===== src/sv/pdv_pkg.sv =====
// ----------------------------------------------------------------------------
// pdv_pkg: shared constants and types of the posting delta varint encoder
// Default widths, varint digit size, register map and compare flags.
// ----------------------------------------------------------------------------
package pdv_pkg;

  localparam int unsigned FILE_ID_BITS_DEF = 40;
  localparam int unsigned TRIGRAM_BITS_DEF = 24;
  localparam int unsigned OFFSET_BITS_DEF  = 48;
  localparam int unsigned OFFSET_MAX_BITS  = 64;
  localparam int unsigned LIST_OFFSET_BITS = 48;

  localparam int unsigned DIGIT_BITS = 7;
  localparam int unsigned MAX_BYTES  = 6;

  localparam int unsigned CFG_ADDR_BITS = 3;
  localparam int unsigned CFG_DATA_BITS = 32;

  localparam logic [CFG_DATA_BITS-1:0] BASE_OFFSET_RESET = 32'd16;
  localparam logic                     REG_BASE_OFFSET   = 1'b0;

  typedef struct packed {
    logic tri_lt;
    logic tri_eq;
    logic fid_lt;
    logic fid_eq;
  } pdv_cmp_t;

endpackage


===== src/sv/pdv_in_if.sv =====
// ----------------------------------------------------------------------------
// pdv_in_if: input channel of the posting delta varint encoder
// Carries one (action, trigram, file id) beat under valid/ready.
// ----------------------------------------------------------------------------
interface pdv_in_if #(
  parameter int unsigned TRIGRAM_BITS = pdv_pkg::TRIGRAM_BITS_DEF,
  parameter int unsigned FILE_ID_BITS = pdv_pkg::FILE_ID_BITS_DEF
) ();
  logic                    valid;
  logic                    ready;
  logic                    action;
  logic [TRIGRAM_BITS-1:0] trigram;
  logic [FILE_ID_BITS-1:0] file_id;

  modport source (output valid, output action, output trigram, output file_id, input ready);
  modport sink   (input valid, input action, input trigram, input file_id, output ready);
endinterface


===== src/sv/pdv_out_if.sv =====
// ----------------------------------------------------------------------------
// pdv_out_if: result channel of the posting delta varint encoder
// Carries one encoded byte, list start mark, finish or error beat.
// ----------------------------------------------------------------------------
interface pdv_out_if #(
  parameter int unsigned TRIGRAM_BITS = pdv_pkg::TRIGRAM_BITS_DEF
) ();
  logic                                  valid;
  logic                                  ready;
  logic [7:0]                            byte_value;
  logic                                  byte_valid;
  logic                                  list_start;
  logic [TRIGRAM_BITS-1:0]               list_trigram;
  logic [pdv_pkg::LIST_OFFSET_BITS-1:0]  list_offset;
  logic                                  done_res;
  logic                                  order_error;
  logic                                  last;

  modport source (output valid, output byte_value, output byte_valid, output list_start,
                  output list_trigram, output list_offset, output done_res,
                  output order_error, output last, input ready);
  modport sink   (input valid, input byte_value, input byte_valid, input list_start,
                  input list_trigram, input list_offset, input done_res,
                  input order_error, input last, output ready);
endinterface


===== src/sv/pdv_serial_cmp.sv =====
// ----------------------------------------------------------------------------
// pdv_serial_cmp: digit-serial gap subtractor and order comparator
// Shifts file ids and trigrams through 7-bit digits, LSB first, forming
// file_id - previous - 1 and the ordering flags of both keys.
// ----------------------------------------------------------------------------
module pdv_serial_cmp #(
  parameter int unsigned FILE_ID_BITS = pdv_pkg::FILE_ID_BITS_DEF,
  parameter int unsigned TRIGRAM_BITS = pdv_pkg::TRIGRAM_BITS_DEF
) (
  input  logic                    clk_i,
  input  logic                    rst_ni,
  input  logic                    start_i,
  input  logic [FILE_ID_BITS-1:0] fid_i,
  input  logic [FILE_ID_BITS-1:0] prev_fid_i,
  input  logic [TRIGRAM_BITS-1:0] tri_i,
  input  logic [TRIGRAM_BITS-1:0] cur_tri_i,
  output logic                    done_o,
  output logic [FILE_ID_BITS-1:0] diff_o,
  output pdv_pkg::pdv_cmp_t       cmp_o
);
  import pdv_pkg::*;

  localparam int unsigned WideBits  = (FILE_ID_BITS > TRIGRAM_BITS) ? FILE_ID_BITS
                                                                    : TRIGRAM_BITS;
  localparam int unsigned NumDigits = (WideBits + DIGIT_BITS - 1) / DIGIT_BITS;
  localparam int unsigned SerBits   = NumDigits * DIGIT_BITS;
  localparam int unsigned CntBits   = $clog2(NumDigits);
  localparam logic [CntBits-1:0] LastDigit = CntBits'(NumDigits - 1);

  logic [SerBits-1:0]    fa_q, fb_q, ta_q, tb_q, diff_q;
  logic                  fid_bor_q, fid_ne_q, tri_bor_q, tri_ne_q;
  logic                  busy_q, done_q;
  logic [CntBits-1:0]    cnt_q;
  logic [DIGIT_BITS:0]   fid_sub, tri_sub;

  always_comb begin
    fid_sub = {1'b0, fa_q[DIGIT_BITS-1:0]} - {1'b0, fb_q[DIGIT_BITS-1:0]}
              - {{DIGIT_BITS{1'b0}}, fid_bor_q};
    tri_sub = {1'b0, ta_q[DIGIT_BITS-1:0]} - {1'b0, tb_q[DIGIT_BITS-1:0]}
              - {{DIGIT_BITS{1'b0}}, tri_bor_q};
  end

  always_ff @(posedge clk_i or negedge rst_ni) begin
    if (!rst_ni) begin
      busy_q    <= 1'b0;
      done_q    <= 1'b0;
      cnt_q     <= '0;
      fid_bor_q <= 1'b0;
      fid_ne_q  <= 1'b0;
      tri_bor_q <= 1'b0;
      tri_ne_q  <= 1'b0;
      fa_q      <= '0;
      fb_q      <= '0;
      ta_q      <= '0;
      tb_q      <= '0;
      diff_q    <= '0;
    end else begin
      done_q <= 1'b0;
      if (start_i) begin
        fa_q      <= SerBits'(fid_i);
        fb_q      <= SerBits'(prev_fid_i);
        ta_q      <= SerBits'(tri_i);
        tb_q      <= SerBits'(cur_tri_i);
        fid_bor_q <= 1'b1;
        fid_ne_q  <= 1'b0;
        tri_bor_q <= 1'b0;
        tri_ne_q  <= 1'b0;
        cnt_q     <= '0;
        busy_q    <= 1'b1;
      end else if (busy_q) begin
        fa_q      <= fa_q >> DIGIT_BITS;
        fb_q      <= fb_q >> DIGIT_BITS;
        ta_q      <= ta_q >> DIGIT_BITS;
        tb_q      <= tb_q >> DIGIT_BITS;
        diff_q    <= {fid_sub[DIGIT_BITS-1:0], diff_q[SerBits-1:DIGIT_BITS]};
        fid_bor_q <= fid_sub[DIGIT_BITS];
        tri_bor_q <= tri_sub[DIGIT_BITS];
        fid_ne_q  <= fid_ne_q | (fa_q[DIGIT_BITS-1:0] != fb_q[DIGIT_BITS-1:0]);
        tri_ne_q  <= tri_ne_q | (ta_q[DIGIT_BITS-1:0] != tb_q[DIGIT_BITS-1:0]);
        cnt_q     <= cnt_q + CntBits'(1);
        if (cnt_q == LastDigit) begin
          busy_q <= 1'b0;
          done_q <= 1'b1;
        end
      end
    end
  end

  assign done_o       = done_q;
  assign diff_o       = diff_q[FILE_ID_BITS-1:0];
  assign cmp_o.tri_lt = tri_bor_q;
  assign cmp_o.tri_eq = !tri_ne_q;
  assign cmp_o.fid_lt = fid_bor_q & fid_ne_q;
  assign cmp_o.fid_eq = !fid_ne_q;

endmodule


===== src/sv/posting_delta_varint_encoder.sv =====
// ----------------------------------------------------------------------------
// posting_delta_varint_encoder: delta varint posting list encoder
// Flow: an accepted pair is compared digit-serially in S_CALC, judged in S_DECIDE
// and emitted one byte per beat in S_EMIT; an order error beat leaves from S_DECIDE.
// Throughput: one item at a time, input is ready only in S_IDLE; each byte, error and
// finish beat waits for a free result slot, so result stalls hold the flow.
// Reset: state idle, base_offset = 16, byte offset loaded from base_offset.
// ----------------------------------------------------------------------------
module posting_delta_varint_encoder #(
  parameter int unsigned FILE_ID_BITS = pdv_pkg::FILE_ID_BITS_DEF,
  parameter int unsigned TRIGRAM_BITS = pdv_pkg::TRIGRAM_BITS_DEF,
  parameter int unsigned OFFSET_BITS  = pdv_pkg::OFFSET_BITS_DEF
) (
  input  logic                               clk_i,
  input  logic                               rst_ni,
  input  logic                               psel,
  input  logic                               penable,
  input  logic                               pwrite,
  input  logic [pdv_pkg::CFG_ADDR_BITS-1:0]  paddr,
  input  logic [pdv_pkg::CFG_DATA_BITS-1:0]  pwdata,
  output logic [pdv_pkg::CFG_DATA_BITS-1:0]  prdata,
  output logic                               pready,
  pdv_in_if.sink                             in_if,
  pdv_out_if.source                          out_if
);
  import pdv_pkg::*;

  localparam int unsigned ByteCntBits = $clog2(MAX_BYTES);
  localparam logic [ByteCntBits-1:0] LastByte = ByteCntBits'(MAX_BYTES - 1);

  typedef enum logic [2:0] {
    S_IDLE,
    S_CALC,
    S_DECIDE,
    S_EMIT,
    S_FINISH
  } state_e;

  typedef struct packed {
    logic [7:0]                  byte_value;
    logic                        byte_valid;
    logic                        list_start;
    logic [TRIGRAM_BITS-1:0]     list_trigram;
    logic [LIST_OFFSET_BITS-1:0] list_offset;
    logic                        done_res;
    logic                        order_error;
    logic                        last;
  } beat_t;

  state_e                   state_q;
  logic [CFG_DATA_BITS-1:0] base_offset_q;
  logic [OFFSET_BITS-1:0]   byte_offset_q;
  logic [TRIGRAM_BITS-1:0]  cur_tri_q, tri_q;
  logic [FILE_ID_BITS-1:0]  prev_fid_q, fid_q, gap_q;
  logic                     prev_valid_q, fresh_q;
  logic [ByteCntBits-1:0]   cnt_q;
  logic                     out_valid_q;
  beat_t                    out_q;

  logic                     in_accept, calc_start, slot_free, cfg_write;
  logic                     calc_done;
  logic [FILE_ID_BITS-1:0]  diff;
  pdv_cmp_t                 cmp;
  logic                     fresh, order_err, repeat_pair, more, last_byte;
  logic [OFFSET_MAX_BITS-1:0] ofs_wide;
  beat_t                    err_beat, byte_beat, done_beat;

  pdv_serial_cmp #(
    .FILE_ID_BITS(FILE_ID_BITS),
    .TRIGRAM_BITS(TRIGRAM_BITS)
  ) u_serial_cmp (
    .clk_i      (clk_i),
    .rst_ni     (rst_ni),
    .start_i    (calc_start),
    .fid_i      (in_if.file_id),
    .prev_fid_i (prev_fid_q),
    .tri_i      (in_if.trigram),
    .cur_tri_i  (cur_tri_q),
    .done_o     (calc_done),
    .diff_o     (diff),
    .cmp_o      (cmp)
  );

  assign in_if.ready = (state_q == S_IDLE);
  assign in_accept   = in_if.valid & in_if.ready;
  assign calc_start  = in_accept & !in_if.action;
  assign slot_free   = !out_valid_q || out_if.ready;
  assign cfg_write   = psel & penable & pwrite & pready
                       & (paddr[CFG_ADDR_BITS-1] == REG_BASE_OFFSET);
  assign pready      = 1'b1;
  assign prdata      = base_offset_q;

  always_comb begin
    fresh       = !prev_valid_q || !cmp.tri_eq;
    order_err   = prev_valid_q && (cmp.tri_lt || (cmp.tri_eq && cmp.fid_lt));
    repeat_pair = !fresh && cmp.fid_eq;
    more        = |gap_q[FILE_ID_BITS-1:DIGIT_BITS];
    last_byte   = !more || (cnt_q == LastByte);
    ofs_wide    = OFFSET_MAX_BITS'(byte_offset_q);

    err_beat             = '0;
    err_beat.order_error = 1'b1;
    err_beat.last        = 1'b1;

    done_beat             = '0;
    done_beat.list_offset = ofs_wide[LIST_OFFSET_BITS-1:0];
    done_beat.done_res    = 1'b1;
    done_beat.last        = 1'b1;

    byte_beat            = '0;
    byte_beat.byte_value = {more & (cnt_q != LastByte), gap_q[DIGIT_BITS-1:0]};
    byte_beat.byte_valid = 1'b1;
    byte_beat.last       = last_byte;
    if (fresh_q) begin
      byte_beat.list_start   = 1'b1;
      byte_beat.list_trigram = tri_q;
      byte_beat.list_offset  = ofs_wide[LIST_OFFSET_BITS-1:0];
    end
  end

  always_ff @(posedge clk_i or negedge rst_ni) begin
    if (!rst_ni) begin
      state_q       <= S_IDLE;
      base_offset_q <= BASE_OFFSET_RESET;
      byte_offset_q <= OFFSET_BITS'(BASE_OFFSET_RESET);
      cur_tri_q     <= '0;
      prev_fid_q    <= '0;
      prev_valid_q  <= 1'b0;
      tri_q         <= '0;
      fid_q         <= '0;
      gap_q         <= '0;
      fresh_q       <= 1'b0;
      cnt_q         <= '0;
      out_valid_q   <= 1'b0;
      out_q         <= '0;
    end else begin
      if (out_if.ready) begin
        out_valid_q <= 1'b0;
      end
      if (cfg_write) begin
        base_offset_q <= pwdata;
        if (!prev_valid_q) begin
          byte_offset_q <= OFFSET_BITS'(pwdata);
        end
      end
      unique case (state_q)
        S_IDLE: begin
          if (in_accept) begin
            tri_q   <= in_if.trigram;
            fid_q   <= in_if.file_id;
            state_q <= in_if.action ? S_FINISH : S_CALC;
          end
        end
        S_CALC: begin
          if (calc_done) begin
            state_q <= S_DECIDE;
          end
        end
        S_DECIDE: begin
          priority if (order_err) begin
            if (slot_free) begin
              out_q       <= err_beat;
              out_valid_q <= 1'b1;
              state_q     <= S_IDLE;
            end
          end else if (repeat_pair) begin
            state_q <= S_IDLE;
          end else begin
            gap_q   <= fresh ? fid_q : diff;
            fresh_q <= fresh;
            cnt_q   <= '0;
            state_q <= S_EMIT;
          end
        end
        S_EMIT: begin
          if (slot_free) begin
            out_q         <= byte_beat;
            out_valid_q   <= 1'b1;
            byte_offset_q <= byte_offset_q + OFFSET_BITS'(1);
            gap_q         <= gap_q >> DIGIT_BITS;
            cnt_q         <= cnt_q + ByteCntBits'(1);
            fresh_q       <= 1'b0;
            if (last_byte) begin
              cur_tri_q    <= tri_q;
              prev_fid_q   <= fid_q;
              prev_valid_q <= 1'b1;
              state_q      <= S_IDLE;
            end
          end
        end
        S_FINISH: begin
          if (slot_free) begin
            out_q         <= done_beat;
            out_valid_q   <= 1'b1;
            cur_tri_q     <= '0;
            prev_fid_q    <= '0;
            prev_valid_q  <= 1'b0;
            byte_offset_q <= OFFSET_BITS'(base_offset_q);
            state_q       <= S_IDLE;
          end
        end
        default: begin
          state_q <= S_IDLE;
        end
      endcase
    end
  end

  assign out_if.valid        = out_valid_q;
  assign out_if.byte_value   = out_q.byte_value;
  assign out_if.byte_valid   = out_q.byte_valid;
  assign out_if.list_start   = out_q.list_start;
  assign out_if.list_trigram = out_q.list_trigram;
  assign out_if.list_offset  = out_q.list_offset;
  assign out_if.done_res     = out_q.done_res;
  assign out_if.order_error  = out_q.order_error;
  assign out_if.last         = out_q.last;

endmodule

===== src/flat_wrapper.sv =====
// flat-port wrapper written by rule: the top's interface ports become plain ports
module posting_delta_varint_encoder_flat import pdv_pkg::*;
#(
  parameter int unsigned FILE_ID_BITS = pdv_pkg::FILE_ID_BITS_DEF,
  parameter int unsigned TRIGRAM_BITS = pdv_pkg::TRIGRAM_BITS_DEF,
  parameter int unsigned OFFSET_BITS  = pdv_pkg::OFFSET_BITS_DEF
)
  (clk_i, rst_ni, psel, penable, pwrite, paddr, pwdata, prdata, pready, in_if_valid, in_if_action, in_if_trigram, in_if_file_id, in_if_ready, out_if_valid, out_if_byte_value, out_if_byte_valid, out_if_list_start, out_if_list_trigram, out_if_list_offset, out_if_done_res, out_if_order_error, out_if_last, out_if_ready);
  pdv_in_if #(.TRIGRAM_BITS(TRIGRAM_BITS), .FILE_ID_BITS(FILE_ID_BITS)) in_if_i ();
  pdv_out_if #(.TRIGRAM_BITS(TRIGRAM_BITS)) out_if_i ();
  input  logic clk_i;
  input  logic rst_ni;
  input  logic psel;
  input  logic penable;
  input  logic pwrite;
  input  logic [pdv_pkg::CFG_ADDR_BITS-1:0] paddr;
  input  logic [pdv_pkg::CFG_DATA_BITS-1:0] pwdata;
  output logic [pdv_pkg::CFG_DATA_BITS-1:0] prdata;
  output logic pready;
  input wire logic [$bits(in_if_i.valid)-1:0] in_if_valid;
  input wire logic [$bits(in_if_i.action)-1:0] in_if_action;
  input wire logic [$bits(in_if_i.trigram)-1:0] in_if_trigram;
  input wire logic [$bits(in_if_i.file_id)-1:0] in_if_file_id;
  output wire logic [$bits(in_if_i.ready)-1:0] in_if_ready;
  output wire logic [$bits(out_if_i.valid)-1:0] out_if_valid;
  output wire logic [$bits(out_if_i.byte_value)-1:0] out_if_byte_value;
  output wire logic [$bits(out_if_i.byte_valid)-1:0] out_if_byte_valid;
  output wire logic [$bits(out_if_i.list_start)-1:0] out_if_list_start;
  output wire logic [$bits(out_if_i.list_trigram)-1:0] out_if_list_trigram;
  output wire logic [$bits(out_if_i.list_offset)-1:0] out_if_list_offset;
  output wire logic [$bits(out_if_i.done_res)-1:0] out_if_done_res;
  output wire logic [$bits(out_if_i.order_error)-1:0] out_if_order_error;
  output wire logic [$bits(out_if_i.last)-1:0] out_if_last;
  input wire logic [$bits(out_if_i.ready)-1:0] out_if_ready;
  assign in_if_i.valid = in_if_valid;
  assign in_if_i.action = in_if_action;
  assign in_if_i.trigram = in_if_trigram;
  assign in_if_i.file_id = in_if_file_id;
  assign in_if_ready = in_if_i.ready;
  assign out_if_valid = out_if_i.valid;
  assign out_if_byte_value = out_if_i.byte_value;
  assign out_if_byte_valid = out_if_i.byte_valid;
  assign out_if_list_start = out_if_i.list_start;
  assign out_if_list_trigram = out_if_i.list_trigram;
  assign out_if_list_offset = out_if_i.list_offset;
  assign out_if_done_res = out_if_i.done_res;
  assign out_if_order_error = out_if_i.order_error;
  assign out_if_last = out_if_i.last;
  assign out_if_i.ready = out_if_ready;
  posting_delta_varint_encoder #(.FILE_ID_BITS(FILE_ID_BITS), .TRIGRAM_BITS(TRIGRAM_BITS), .OFFSET_BITS(OFFSET_BITS)) u_core (.clk_i(clk_i), .rst_ni(rst_ni), .psel(psel), .penable(penable), .pwrite(pwrite), .paddr(paddr), .pwdata(pwdata), .prdata(prdata), .pready(pready), .in_if(in_if_i), .out_if(out_if_i));
endmodule

===== config.mk =====
export PLATFORM = sky130hd
export DESIGN_NAME = posting_delta_varint_encoder_flat
export DESIGN_NICKNAME = d
export VERILOG_FILES = /design/src/sv/pdv_pkg.sv /design/src/sv/pdv_in_if.sv /design/src/sv/pdv_out_if.sv /design/src/sv/pdv_serial_cmp.sv /design/src/sv/posting_delta_varint_encoder.sv /design/src/flat_wrapper.sv
export SDC_FILE = /design/constraint.sdc
export NUM_CORES = 1
export LEC_CHECK = 0
export BUFFER_PORTS_ARGS = -buffer_cell sky130_fd_sc_hd__buf_4
export CORE_AREA = 2 2 288 290
export CTS_BUF_LIST = sky130_fd_sc_hd__clkbuf_2 sky130_fd_sc_hd__clkbuf_4 sky130_fd_sc_hd__clkbuf_8
export DETAILED_ROUTE_END_ITERATION = 7
export DIE_AREA = 0 0 290 292
export PLACE_DENSITY = 0.51
export SYNTH_ARGS = -nofsm -noshare
export SYNTH_HDL_FRONTEND = slang
export SYNTH_HIERARCHICAL = 1
export SYNTH_SLANG_ARGS = --single-unit

===== constraint.sdc =====
create_clock -name clk_i -period 4.2 [get_ports clk_i]
set_input_delay 0.63 -clock clk_i [delete_from_list [all_inputs] [get_ports clk_i]]
set_output_delay 0.63 -clock clk_i [all_outputs]
set_load 0.1 [all_outputs]

# After elaboration in Yosys (flattened, before gate mapping)
# Cells that the tools add are included.
dict set report op_classes {
  bitwise 11
  n_eq_ne 18
  n_reduce_logical 27
  n_mux 72
  addsub 7
}
# operator count
set op_table {}
lappend op_table {{$mux W85} 4}
lappend op_table {{$mux W42} 8}
lappend op_table {{$mux W40} 7}
lappend op_table {{$pmux W85 S3} 1}
lappend op_table {{$mux W48} 4}
lappend op_table {{$pmux W40 S2} 2}
lappend op_table {{$pmux W48 S2} 1}
lappend op_table {{$mux W73} 1}
lappend op_table {{$mux W24} 3}
lappend op_table {{$add A48 B1 Y48 const B} 1}
lappend op_table {{$pmux W24 S2} 1}
lappend op_table {{$mux W3} 12}
lappend op_table {{$reduce_or A33 Y1} 1}
lappend op_table {{$mux W1} 22}
lappend op_table {{$sub A7 B7 Y8} 2}
lappend op_table {{$sub A8 B1 Y8} 2}
lappend op_table {{$pmux W3 S5} 1}
lappend op_table {{$ne A7 B7 Y1} 2}
lappend op_table {{$reduce_and A4 Y1} 3}
lappend op_table {{$ne A2 B1 Y1 const B} 5}
lappend op_table {{$eq A3 B3 Y1 const B} 3}
lappend op_table {{$ne A2 B2 Y1 const B} 4}
lappend op_table {{$and A1 B1 Y1} 7}
lappend op_table {{$logic_not A1 Y1} 7}
lappend op_table {{other kinds (17)} 31}
dict set report totals {
  inputBits 107
  ff_bits 561
  wordCells 167
  output_inout_bits 120
}

# Depth between registers and ports, before layout
# Gate-level depths: netlist (run 1).
dict set report depth {
  depth_word 7
  mapped_depth 12
  depth_no_buf 11
}

# By module
# Netlist (run 1), hierarchy kept.
# module area_each_um2 cells_each seq_area_each_um2 instances
set by_module_without_submodules {}
lappend by_module_without_submodules {posting_delta_varint_encoder 15581.2 1507 8560.7 1}
lappend by_module_without_submodules {pdv_serial_cmp 8735.9 903 4479.3 1}

# Worst setup path after synthesis (run 1)
# Ideal clock, no wire load.
dict set report synth_timing {
  path_kind {reg-to-reg}
  from {register u_core.state_q[0]}
  to {register u_core.u_serial_cmp.tri_bor_q}
  required_ns 4.078
  slack_ns -0.339
  path_stages_with_launch 13
  setup_time_ns 0.122
  n_path_buf 6
  arrival_time_ns 4.417
  synth_period_minus_slack_ns 4.539
  path_cell_list {dfrtp_1 -> buf_2 -> nor3_1 -> and2_1 -> buf_2 -> buf_2 -> nor2b_1 -> buf_4 -> buf_4 -> buf_4 -> nor2_1 -> a32oi_1 -> nand2_1}
}
dict set report synth_via {
  elab_chain_len 4
  elab_cells_between_ends 5
  classes_between {1 x mux; 2 x bitwise; 2 x reduce/logical}
}
# item line_no
set synth_lines {}
lappend synth_lines {{start, declared} posting_delta_varint_encoder.sv:50} ;# state_e state_q;
lappend synth_lines {{start signal, assigned} posting_delta_varint_encoder.sv:151} ;# state_q <= in_if.action ? S_FINISH : S_CALC;
lappend synth_lines {{$logic_not A3 Y1 (*)} posting_delta_varint_encoder.sv:84} ;# assign in_if.ready = (state_q == S_IDLE);
lappend synth_lines {{net in_if_ready} flat_wrapper.sv:24} ;# output wire logic [$bits(in_if_i.ready)-1:0] in_if_ready;
lappend synth_lines {{$and A1 B1 Y1 (*)} posting_delta_varint_encoder.sv:85} ;# assign in_accept = in_if.valid & in_if.ready;
lappend synth_lines {{$and A1 B1 Y1 (*)} posting_delta_varint_encoder.sv:86} ;# assign calc_start = in_accept & !in_if.action;
lappend synth_lines {{net u_core.calc_start} posting_delta_varint_encoder.sv:60} ;# logic in_accept, calc_start, slot_free, cfg_write;
lappend synth_lines {{$mux W1 / $reduce_bool A2 Y1 (equally long branches)} --}
lappend synth_lines {{end signal, assigned} pdv_serial_cmp.sv:77} ;# tri_bor_q <= tri_sub[DIGIT_BITS];
lappend synth_lines {{end, declared} pdv_serial_cmp.sv:31} ;# logic fid_bor_q, fid_ne_q, tri_bor_q, tri_ne_q;
# The timed path passes the listed nets; every way through them passes the cells marked *.
# A chain may end at the register's enable or synchronous reset.

# Final worst setup path (run 1)
dict set report layout_timing {
  from {register u_core.state_q[1]}
  to {register u_core.byte_offset_q[36]}
}
dict set report layout_via {
  elab_chain_len 2
  elab_cells_between_ends 3
  classes_between {2 x eq/ne; 1 x mux}
}
# item line_no
set layout_lines {}
lappend layout_lines {{$eq A3 B3 Y1 / $eq A3 B2 Y1 (equally long branches)} posting_delta_varint_encoder.sv:146} ;# unique case (state_q)
lappend layout_lines {{$pmux W48 S2 (*)} posting_delta_varint_encoder.sv:146}
lappend layout_lines {{end signal, assigned} posting_delta_varint_encoder.sv:143} ;# byte_offset_q <= OFFSET_BITS'(pwdata);
lappend layout_lines {{end signal, assigned} posting_delta_varint_encoder.sv:179} ;# byte_offset_q <= byte_offset_q + OFFSET_BITS'(1);
lappend layout_lines {{end signal, assigned} posting_delta_varint_encoder.sv:198} ;# byte_offset_q <= OFFSET_BITS'(base_offset_q);
lappend layout_lines {{end, declared} posting_delta_varint_encoder.sv:52} ;# logic [OFFSET_BITS-1:0] byte_offset_q;
# Mark *: on every way between the ends. The rest lies on a longest branch, timed or not.

==> results.toml, run 1 <==
[status]
status = "finished, final reports clean"

[power]
p_per_area_mw_per_mm2 = 833
total_power_mw = 23.9
ir_worst_vdd_uv = 404
p_leak_nw = 13.3

[global_route]
grt_max_degree = 92
globalRouteOverflowTotal = 0
antenna_found_initial = 1
grt_pass1_wl_mm = 112
grt_pass1_vias = 19200
grt_use_total_pct = 16.7

[synth]
ys_async_sr_fraction_pct = 100
ys.flop_type = "dfrtp_1"
syn_inst = 2410
synth.avg_cell_area_um2 = 10.1
ys.warnings.count = 6
synth_edf_count = 0
ys_ff_latch = 521
synth_top_cell_by_area = "dfrtp_1"
netlist_area_mm2 = 0.0243
synth_top_area_share_pct = 53.4
yosys-top-cells-area = "dfrtp_1 53%, nand2_1 7.1%, mux2_2 5.3%"
seq_area_frac_synth_pct = 53.6
synth_cell_types = 75
syn_nets = 2547

[cts]
cts.path.max_buffers = 3
cts_tree = "built"
clkSinkCount = 521
clk_latency_ns = 0.71
cts_made_buffers = 95
htreeDepth = 3
cts_root_buffer = "clkbuf_8"
post_cts_buffers = 0
clk_pin_slew_worst_paths_ns = 0.06

[floorplanning]
io_pins = 227
initial_core_util_pct = 29.8
die_w_um = 290
fp-row-count = 105
core_mm2 = 0.0816
dieArea_mm2 = 0.0847
die-height_um = 292

[sta]
period_share_pct = 73.3
timing.final.hold_violations = 0
rsz0062_at_grt = "false"
finalSetupTns_ns = 0
setup_viol = 0
worstMarginPinSlew_ns = 1.12
clock_skew_ns = 0.0644
relSlewSlack_pct = 25.5
slew_viol_final = 0
fin_crit_ns = 3.08
fmax_mhz = 325
timing.final.ws_setup_ns = 1.12

[layout]
area_growth_syn_to_layout_pct = 18.0
fin_util_pct = 35.2
fillers = 8280
drive_gt1_share_pct = 22.0
nNetsFinal = 2684

[critical_path]
cp.arrival_ns = 3.71
cp_max_fo = 54
endpoint_kind = "register"
r2r_setup_slack_ns = 1.12
cp.required_ns = 4.83
startpoint_type = "register"
critPathKind = "register to register"

[detailed_routing]
via_per_inst = 5.01
wl_mm = 70.8
dr.pass1.iters = 7
drc = 0
vias = 18500
drt_iter0_markers = 1052
post_drt_wl_per_cell_um = 19.2
ant_nets = 0

[placement]
place_congestion = 0.828
pre_cts_slack_ns = 1.15
portBuffers = 223
place_hpwl_mm = 46.9

[worst_hold_path]
min_path_type = "input port to register"

[job]
drv_cap = 0
power by group:
| group | switching [mW] | internal [mW] |
|---|---|---|
| logic | 6.61 | 3.18 |
| registers | 1.82 | 7.04 |
| clock network | 2.23 | 3.02 |
| total | 10.7 | 13.2 |
synthesized netlist by cell type (29+ instances only):
master / number
inv_1: 46
o21ai_1: 176
nand3_1: 60
nand2b_1: 34
buf_4: 52
buf_2: 64
clkbuf_1: 86
mux2i_1: 126
dfrtp_1: 519
mux2_2: 114
a21oi_1: 65
nand2_1: 461
nor2_1: 29
a22o_1: 31
o21ai_0: 246
layout by cell type, fill, tap and decap left out, types with 19 or more instances in the layout:
master / instances
nor2_1: 26
dfrtp_1: 518
clkbuf_8: 119
nand2_1: 460
clkbuf_4: 37
a22oi_1: 21
buf_4: 251
xor2_1: 20
nand4_1: 19
a21oi_1: 65
ha_1: 28
o21ai_1: 175
mux2i_1: 126
a22o_1: 31
o21ai_0: 246
mux2_2: 114
nand2b_1: 32
nand3_1: 60
xnor2_1: 21
inv_1: 46
state kept, by name, summed over array words and instances (netlist names), 3 cells and up:
name / cells
u_core/prev_fid_q: 40
u_core/u_serial_cmp/tb_q: 24
u_core/tri_q: 24
u_core/gap_q: 40
u_core/byte_offset_q: 48
u_core/out_if.byte_value: 8
u_core/out_if.list_offset: 48
u_core/u_serial_cmp/fb_q: 40
u_core/state_q: 3
u_core/fid_q: 40
u_core/u_serial_cmp/cnt_q: 3
u_core/u_serial_cmp/ta_q: 24
u_core/u_serial_cmp/fa_q: 40
u_core/u_serial_cmp/diff_q: 42
u_core/prdata: 32
u_core/out_if.list_trigram: 24
u_core/cur_tri_q: 24
u_core/cnt_q: 3
cell families (layout without fill, tap and decap cells):
family	Yosys count	after routing	synth area share [%]
adders and majority gates	30	30	1.61
muxes	241	241	10.5
xor gates and xnor gates	41	41	1.48
DFF	521	521	53.6
other	1	3	0.0154
buffers and inverters	266	474	5.52
and+or+nand+nor	692	692	12.8
AOI/OAI and AO/OA	618	618	14.5
per-layer routing:
layer	routed length (um)	track usage, %
met1	32900	22.4
met2	33200	27.3
met3	3110	2.87
met4	1600	5.41
met5	0	0
worst paths after layout:
path                                        from                            end  cells past startpoint
max                            u_core/state_q[1]       u_core/byte_offset_q[36]                      6
min                            in_if_trigram[10]   u_core/u_serial_cmp/ta_q[10]                      3
max reg2reg                    u_core/state_q[1]       u_core/byte_offset_q[36]                      6
min reg2reg                u_core/prev_fid_q[21]   u_core/u_serial_cmp/fb_q[21]                      2
max in group asynchronous                 rst_ni          u_core/prev_fid_q[33]                      3
min in group asynchronous                 rst_ni  u_core/out_if.list_trigram[3]                      2
stage by stage:
step	std cells	hold WS [ns]	cell area, um2
final	3690	0.151	28700
after global routing	3689	0.109	28700
after CTS	3688	0.0801	28700
after detailed placement	3519	0.464	26600
after global placement	3519	0.456	26600
after floorplan	2410	0.334	24300
critical path: stages, from the launching register on:
cell	delay, ns
dfrtp_1	0.63
and3b_2	0.31
buf_4	0.49
nand2_2	0.47
buf_4	0.42
or4_1	0.54
nand3_1	0.10
final cells by class:
class / count / area, um2 / share of cell area (%)
antenna: 2 / 5.00 / 0.0174
clock buffer: 156 / 1920 / 6.67
clock inverter: 12 / 168 / 0.584
inverter: 46 / 173 / 0.602
multi-input combinational: 1623 / 10000 / 34.9
sequential: 521 / 13000 / 45.4
tap: 1070 / 1340 / 4.66
timing repair buffer: 260 / 2050 / 7.14
repair_timing:
item / 4_1_cts / 5_1_grt
endpoints found under the hold margin: 58 / 0
hold buffers: 1 / 0
endpoints found under the setup margin: 0 / 0
gates resized for setup: 0 / 0
(Power assumes the default switching activity.)
==> run 2: changes to the inputs <==
--- a/config.mk
+++ b/config.mk
@@ -5,12 +5,13 @@
 export SDC_FILE = /design/constraint.sdc
 export NUM_CORES = 1
 export LEC_CHECK = 0
+export ABC_AREA = 1
 export BUFFER_PORTS_ARGS = -buffer_cell sky130_fd_sc_hd__buf_4
-export CORE_AREA = 2 2 288 290
+export CORE_AREA = 2 2 290 292
 export CTS_BUF_LIST = sky130_fd_sc_hd__clkbuf_2 sky130_fd_sc_hd__clkbuf_4 sky130_fd_sc_hd__clkbuf_8
 export DETAILED_ROUTE_END_ITERATION = 7
-export DIE_AREA = 0 0 290 292
-export PLACE_DENSITY = 0.51
+export DIE_AREA = 0 0 292 294
+export PLACE_DENSITY = 0.52
 export SYNTH_ARGS = -nofsm -noshare
 export SYNTH_HDL_FRONTEND = slang
 export SYNTH_HIERARCHICAL = 1
==> constraint.sdc (replaced) <==
create_clock -name clk_i -period 2.6 [get_ports clk_i]
set_input_delay 0.39 -clock clk_i [delete_from_list [all_inputs] [get_ports clk_i]]
set_output_delay 0.39 -clock clk_i [all_outputs]
set_load 0.1 [all_outputs]
==> results.toml, run 2 <==
[power]
ir_worst_vdd_uv = 721
total_power_mw = 40.4
p_leak_nw = 15.1
p_per_area_mw_per_mm2 = 1320

[floorplanning]
die-height_um = 294
initial_core_util_pct = 29.7
dieArea_mm2 = 0.0858
fp-row-count = 106
core_mm2 = 0.0829
io_pins = 227
die_w_um = 292

[job]
drv_cap = 0

[layout]
area_growth_syn_to_layout_pct = 24.1
fillers = 8597
drive_gt1_share_pct = 16.0
fin_area_mm2 = 0.0306
final_cell_mix = "1045 x nand2_1, 519 x dfrtp_1, 267 x buf_4"
nNetsFinal = 3405
fin_util_pct = 36.9
mostFrequentLayoutCell = "nand2_1"

[cts]
clkSinkCount = 521
cts_hold_buf = 98
cts_made_buffers = 92
cts_tree = "built"
post_cts_buffers = 0
clk_pin_slew_worst_paths_ns = 0.06
htreeDepth = 3
cts-resized-gates = 0
clk_latency_ns = 0.71
cts_root_buffer = "clkbuf_8"
cts.path.max_buffers = 3

[placement]
place_area_mm2 = 0.0276
place_hpwl_mm = 55.0
place_congestion = 0.904
portBuffers = 223

[synth]
yosys-top-cells-area = "dfrtp_1 53%, nand2_1 16%, nand3_1 4.7%"
synth_top_cell_by_area = "dfrtp_1"
netlist_area_mm2 = 0.0247
seq_area_frac_synth_pct = 52.9
ys.warnings.count = 6
ys_ff_latch = 521
synth.avg_cell_area_um2 = 8.27
ys.flop_type = "dfrtp_1"
synth.most_common_cell = "nand2_1"
syn_inst = 2980
synth_top_area_share_pct = 52.7
ys_async_sr_fraction_pct = 100
synth_commonest_cells = "1049 x nand2_1, 519 x dfrtp_1, 247 x inv_1"
syn_nets = 3117
synth_cell_types = 42
synth_edf_count = 0

[critical_path]
startpoint_type = "register"
cp.required_ns = 2.21
endpoint_kind = "output port"
cp.arrival_ns = 1.93
critPathKind = "register to output port"
cp_max_fo = 5

[worst_hold_path]
min_path_type = "input port to register"

[global_route]
antenna_found_initial = 3
grt_pass1_vias = 21100
grt_use_total_pct = 18.7
grt_max_degree = 89
globalRouteOverflowTotal = 0
grt_pass1_wl_mm = 125

[sta]
period_share_pct = 89.2
worstMarginPinSlew_ns = 0.631
fmax_mhz = 431
setup_viol = 0
whs_ns = 0.154
rsz0062_at_grt = "false"
clock_skew_ns = 0.0506
relSlewSlack_pct = 57.9
fin_crit_ns = 2.32
finalSetupTns_ns = 0
slew_viol_final = 0
timing.final.hold_violations = 0

[detailed_routing]
vias = 21100
drc = 0
post_drt_wl_per_cell_um = 18.2
via_per_inst = 4.77
dr.pass1.iters = 7
wl_mm = 80.3
ant_nets = 0
drt_iter0_markers = 1462

[status]
status = "finished, final reports clean"
## run 2: metal layers
layer / GRT usage [%] / wire, um / vias to the layer above
met3: 2.87 / 3590 / 136
li1: - / - / 10200
met2: 30.9 / 38000 / 534
met1: 25.0 / 36100 / 10200
met4: 6.63 / 2560 / 0
met5: 0 / 0 / -
## run 2: power by group
group	switching, mW	internal (mW)	total [mW]
sequential	2.35	11.4	13.7
combinational	13.0	5.44	18.4
clock	3.58	4.74	8.32
total	18.9	21.5	40.4
## run 2: final cells by class
class                   count  area, um2  share of cell area (%)
flip-flops and latches    521      13000                    42.6
repair buffers            389       3460                    11.3
well taps                1080       1350                    4.42
clock inverters            16        163                   0.532
clock buffers             149       1860                    6.09
multi-input cells        2008       9740                    31.8
diodes                      2       5.00                  0.0164
inverters                 256        967                    3.16
## run 2: path summary, 6_finish.rpt
check / startpoint / endpoint / slack [ns] / depth (start not counted)
hold reg to reg: u_core/cur_tri_q[23] / u_core/u_serial_cmp/tb_q[23] / 0.44 / 2
hold / removal: out_if_ready / u_core/state_q[2] / 0.15 / 5
setup / recovery: u_core/state_q[0] / in_if_ready / 0.28 / 4
min in group asynchronous: rst_ni / u_core/prdata[28] / 0.26 / 2
max in group asynchronous: rst_ni / u_core/prev_fid_q[10] / 1.51 / 3
setup reg to reg: u_core/u_serial_cmp/fid_bor_q / u_core/u_serial_cmp/diff_q[41] / 0.32 / 13
## run 2: kinds of logic after synthesis
kind of cell / after synthesis / share of synthesized area, %
mux: 47 / 2.11
simple gates: 1558 / 26.0
buf+inv: 451 / 7.80
fa+ha+maj: 30 / 1.58
other cells: 1 / 0.0152
xor+xnor: 8 / 0.284
compound gates: 364 / 9.29
flops: 521 / 52.9
## run 2: critical path, cell delays in order, from the launching register on
cell and delay [ns]:
dfrtp_1 0.43, nor2_1 0.18, nand2_1 0.14, clkinvlp_4 0.15, buf_4 0.33
## run 2: stage by stage
step	std cells	setup slack, ns
2_1_floorplan	2980	0.00808
5_1_grt	4421	0.116
4_1_cts	4419	0.223
3_3_place_gp	4156	0.322
3_5_place_dp	4156	0.307
6_report	4421	0.281
==> run 3: changes to the inputs <==
--- a/config.mk
+++ b/config.mk
@@ -5,12 +5,12 @@
 export SDC_FILE = /design/constraint.sdc
 export NUM_CORES = 1
 export LEC_CHECK = 0
-export ABC_AREA = 1
+export ABC_AREA = 0
 export BUFFER_PORTS_ARGS = -buffer_cell sky130_fd_sc_hd__buf_4
-export CORE_AREA = 2 2 290 292
+export CORE_AREA = 2 2 288 290
 export CTS_BUF_LIST = sky130_fd_sc_hd__clkbuf_2 sky130_fd_sc_hd__clkbuf_4 sky130_fd_sc_hd__clkbuf_8
 export DETAILED_ROUTE_END_ITERATION = 7
-export DIE_AREA = 0 0 292 294
+export DIE_AREA = 0 0 290 292
 export PLACE_DENSITY = 0.52
 export SYNTH_ARGS = -nofsm -noshare
 export SYNTH_HDL_FRONTEND = slang
==> results.toml, run 3 (synthesis gave the netlist of run 1 again) <==
[power]
p_per_area_mw_per_mm2 = 1300
total_power_mw = 39.2
p_sw_mw = 17.4
clkPwrFrac_pct = 21.8
swShare_pct = 44.4
p_leak_nw = 13.8
p_int_mw = 21.8
ir_worst_vdd_uv = 469
pwr-share-seq_pct = 36.7
p_comb_share_pct = 41.5

[layout]
regArea_mm2 = 0.0130
mostFrequentLayoutCell = "dfrtp_1"
nNetsFinal = 2799
layout.cells.non_filler = 3808
area_growth_syn_to_layout_pct = 23.6
fillers = 8057
final_cell_mix = "518 x dfrtp_1, 460 x nand2_1, 253 x buf_4"
drive_gt1_share_pct = 22.0
multiInputGateArea_mm2 = 0.0100
fin_util_pct = 36.9

[cts]
cts_made_buffers = 95
post_cts_buffers = 0
cts.path.max_buffers = 3
htreeDepth = 3
cts_root_buffer = "clkbuf_8"
clkSinkCount = 521
clk_latency_ns = 0.70
cts_tree = "built"
clk_pin_slew_worst_paths_ns = 0.06

[critical_path]
cp.required_ns = 3.19
cp_max_fo = 3
critPathKind = "register to register"
path_cells = "fa_1, inv_1, ha_1, nor2_2, fa_2, a21boi_2, o21ai_1, a21boi_1, o21a_1, o31ai_2"
crit_path_max_incr_delay_ns = 0.59
startpoint_type = "register"
worst_path_max_delay_cell = "fa_1"
cp.arrival_ns = 3.00
endpoint_kind = "register"

[global_route]
globalRouteOverflowTotal = 0
antenna_found_initial = 2
grt_pass1_wl_mm = 115
grt_pass1_vias = 19500
grt_max_degree = 108
grt_use_total_pct = 17.1

[sta]
clock_skew_ns = 0.0361
period_share_pct = 92.9
timing.final.hold_violations = 0
slew_viol_final = 0
fmax_mhz = 414
setup_viol = 0
rsz0062_at_grt = "false"
worstMarginPinSlew_ns = 0.844
relSlewSlack_pct = 43.7
fin_crit_ns = 2.41

[detailed_routing]
via_per_inst = 4.97
wl_mm = 72.6
post_drt_wl_per_cell_um = 19.1
vias = 18900
drt_iter0_markers = 1329
ant_nets = 0
drc = 0
dr.pass1.iters = 7

[floorplanning]
dieArea_mm2 = 0.0847
io_pins = 227
fp-row-count = 105
die_w_um = 290
core_mm2 = 0.0816
initial_core_util_pct = 29.8
die-height_um = 292

[placement]
dp_cells = 3538
place_congestion = 0.810
place_hpwl_mm = 48.4
portBuffers = 223

[status]
status = "finished, final reports clean"

[job]
drv_cap = 0

[worst_hold_path]
min_path_type = "input port to register"
==> run 3: changes by cell type in the layout (fill, tap and decap cells not counted), moves of 20 or more <==
cell and change:
nand2_1 -585, inv_1 -200, nand3_1 -173, nor2_1 -167, o21ai_1 +151, o21ai_0 +134
mux2i_1 +119, o211ai_1 -78, mux2_2 +74, nand3b_1 -43, nand2b_1 +32, o221ai_1 -31
a22oi_1 +21, a22o_1 +20
==> run 3: critical path: cells and delay by family, from the launching register on <==
family / cells / cell delay [ns]
AOI/OAI and AO/OA: 5 / 0.73
and+or+nand+nor: 1 / 0.11
DFF: 1 / 0.42
adders and majority gates: 3 / 1.01
buffers and inverters: 1 / 0.05
==> run 3: layer usage <==
layer | wire (um) | GRT usage, % | vias to the layer above | part of all wire (%)
met4 | 2100 | 5.88 | 0 | 2.9
met1 | 33400 | 23.4 | 9462 | 46
met2 | 34000 | 27.5 | 470 | 47
li1 | - | - | 8882 | -
met3 | 3080 | 2.75 | 118 | 4.2
met5 | 0 | 0 | - | 0
==> run 3: metrics by stage <==
stage	area [um2]	hold WS [ns]	TNS (ns)	setup slack, ns
after floorplan	24400	0.0944	-36.81	-0.225
after global placement	27000	0.305	0	0.127
after detailed placement	27000	0.308	0	0.120
after CTS	30100	0.00731	0	0.0897
after global routing	30100	0.0421	0	0.0503
final	30100	0.0702	0	0.185
==> run 3: path summary, 6_finish.rpt <==
kind | start | endpoint | slack (ns) | depth (start not counted)
min in group asynchronous | rst_ni | u_core/prev_fid_q[15] | 0.18 | 2
setup / recovery | u_core/u_serial_cmp/fa_q[0] | u_core/u_serial_cmp/diff_q[41] | 0.19 | 10
hold / removal | in_if_action | u_core/state_q[2] | 0.07 | 3
setup reg to reg | u_core/u_serial_cmp/fa_q[0] | u_core/u_serial_cmp/diff_q[41] | 0.19 | 10
hold reg to reg | u_core/u_serial_cmp/diff_q[41] | u_core/u_serial_cmp/diff_q[34] | 0.46 | 2
max in group asynchronous | rst_ni | u_core/u_serial_cmp/busy_q | 1.43 | 3
==> run 3: area by class of cell <==
type / count / area share (%)
Antenna cell: 2 / 0.0166
Timing Repair Buffer: 375 / 11.2
Clock inverter: 23 / 0.778
Sequential cell: 521 / 43.4
Inverter: 46 / 0.574
Clock buffer: 148 / 6.23
Tap cell: 1070 / 4.45
Multi-Input combinational cell: 1623 / 33.4
==> run 3: what timing repair did <==
item | 4_1_cts | 5_1_grt
endpoints found under the setup margin | 0 | 1
hold buffers | 97 | 0
hold endpoints to repair | 292 | 0
gates resized for setup | 0 | 4
==> run 3: power groups by stage <==
| stage | registers, mW | logic, mW | clock network, mW |
|---|---|---|---|
| after global placement | 14.4 | 16.0 | 0 |
| after CTS | 14.4 | 16.4 | 8.81 |
| final | 14.4 | 16.3 | 8.54 |
| after detailed placement | 14.5 | 16.2 | 0 |
| after floorplan | 16.9 | 9.11 | 0 |
| after global routing | 14.8 | 17.7 | 9.17 |
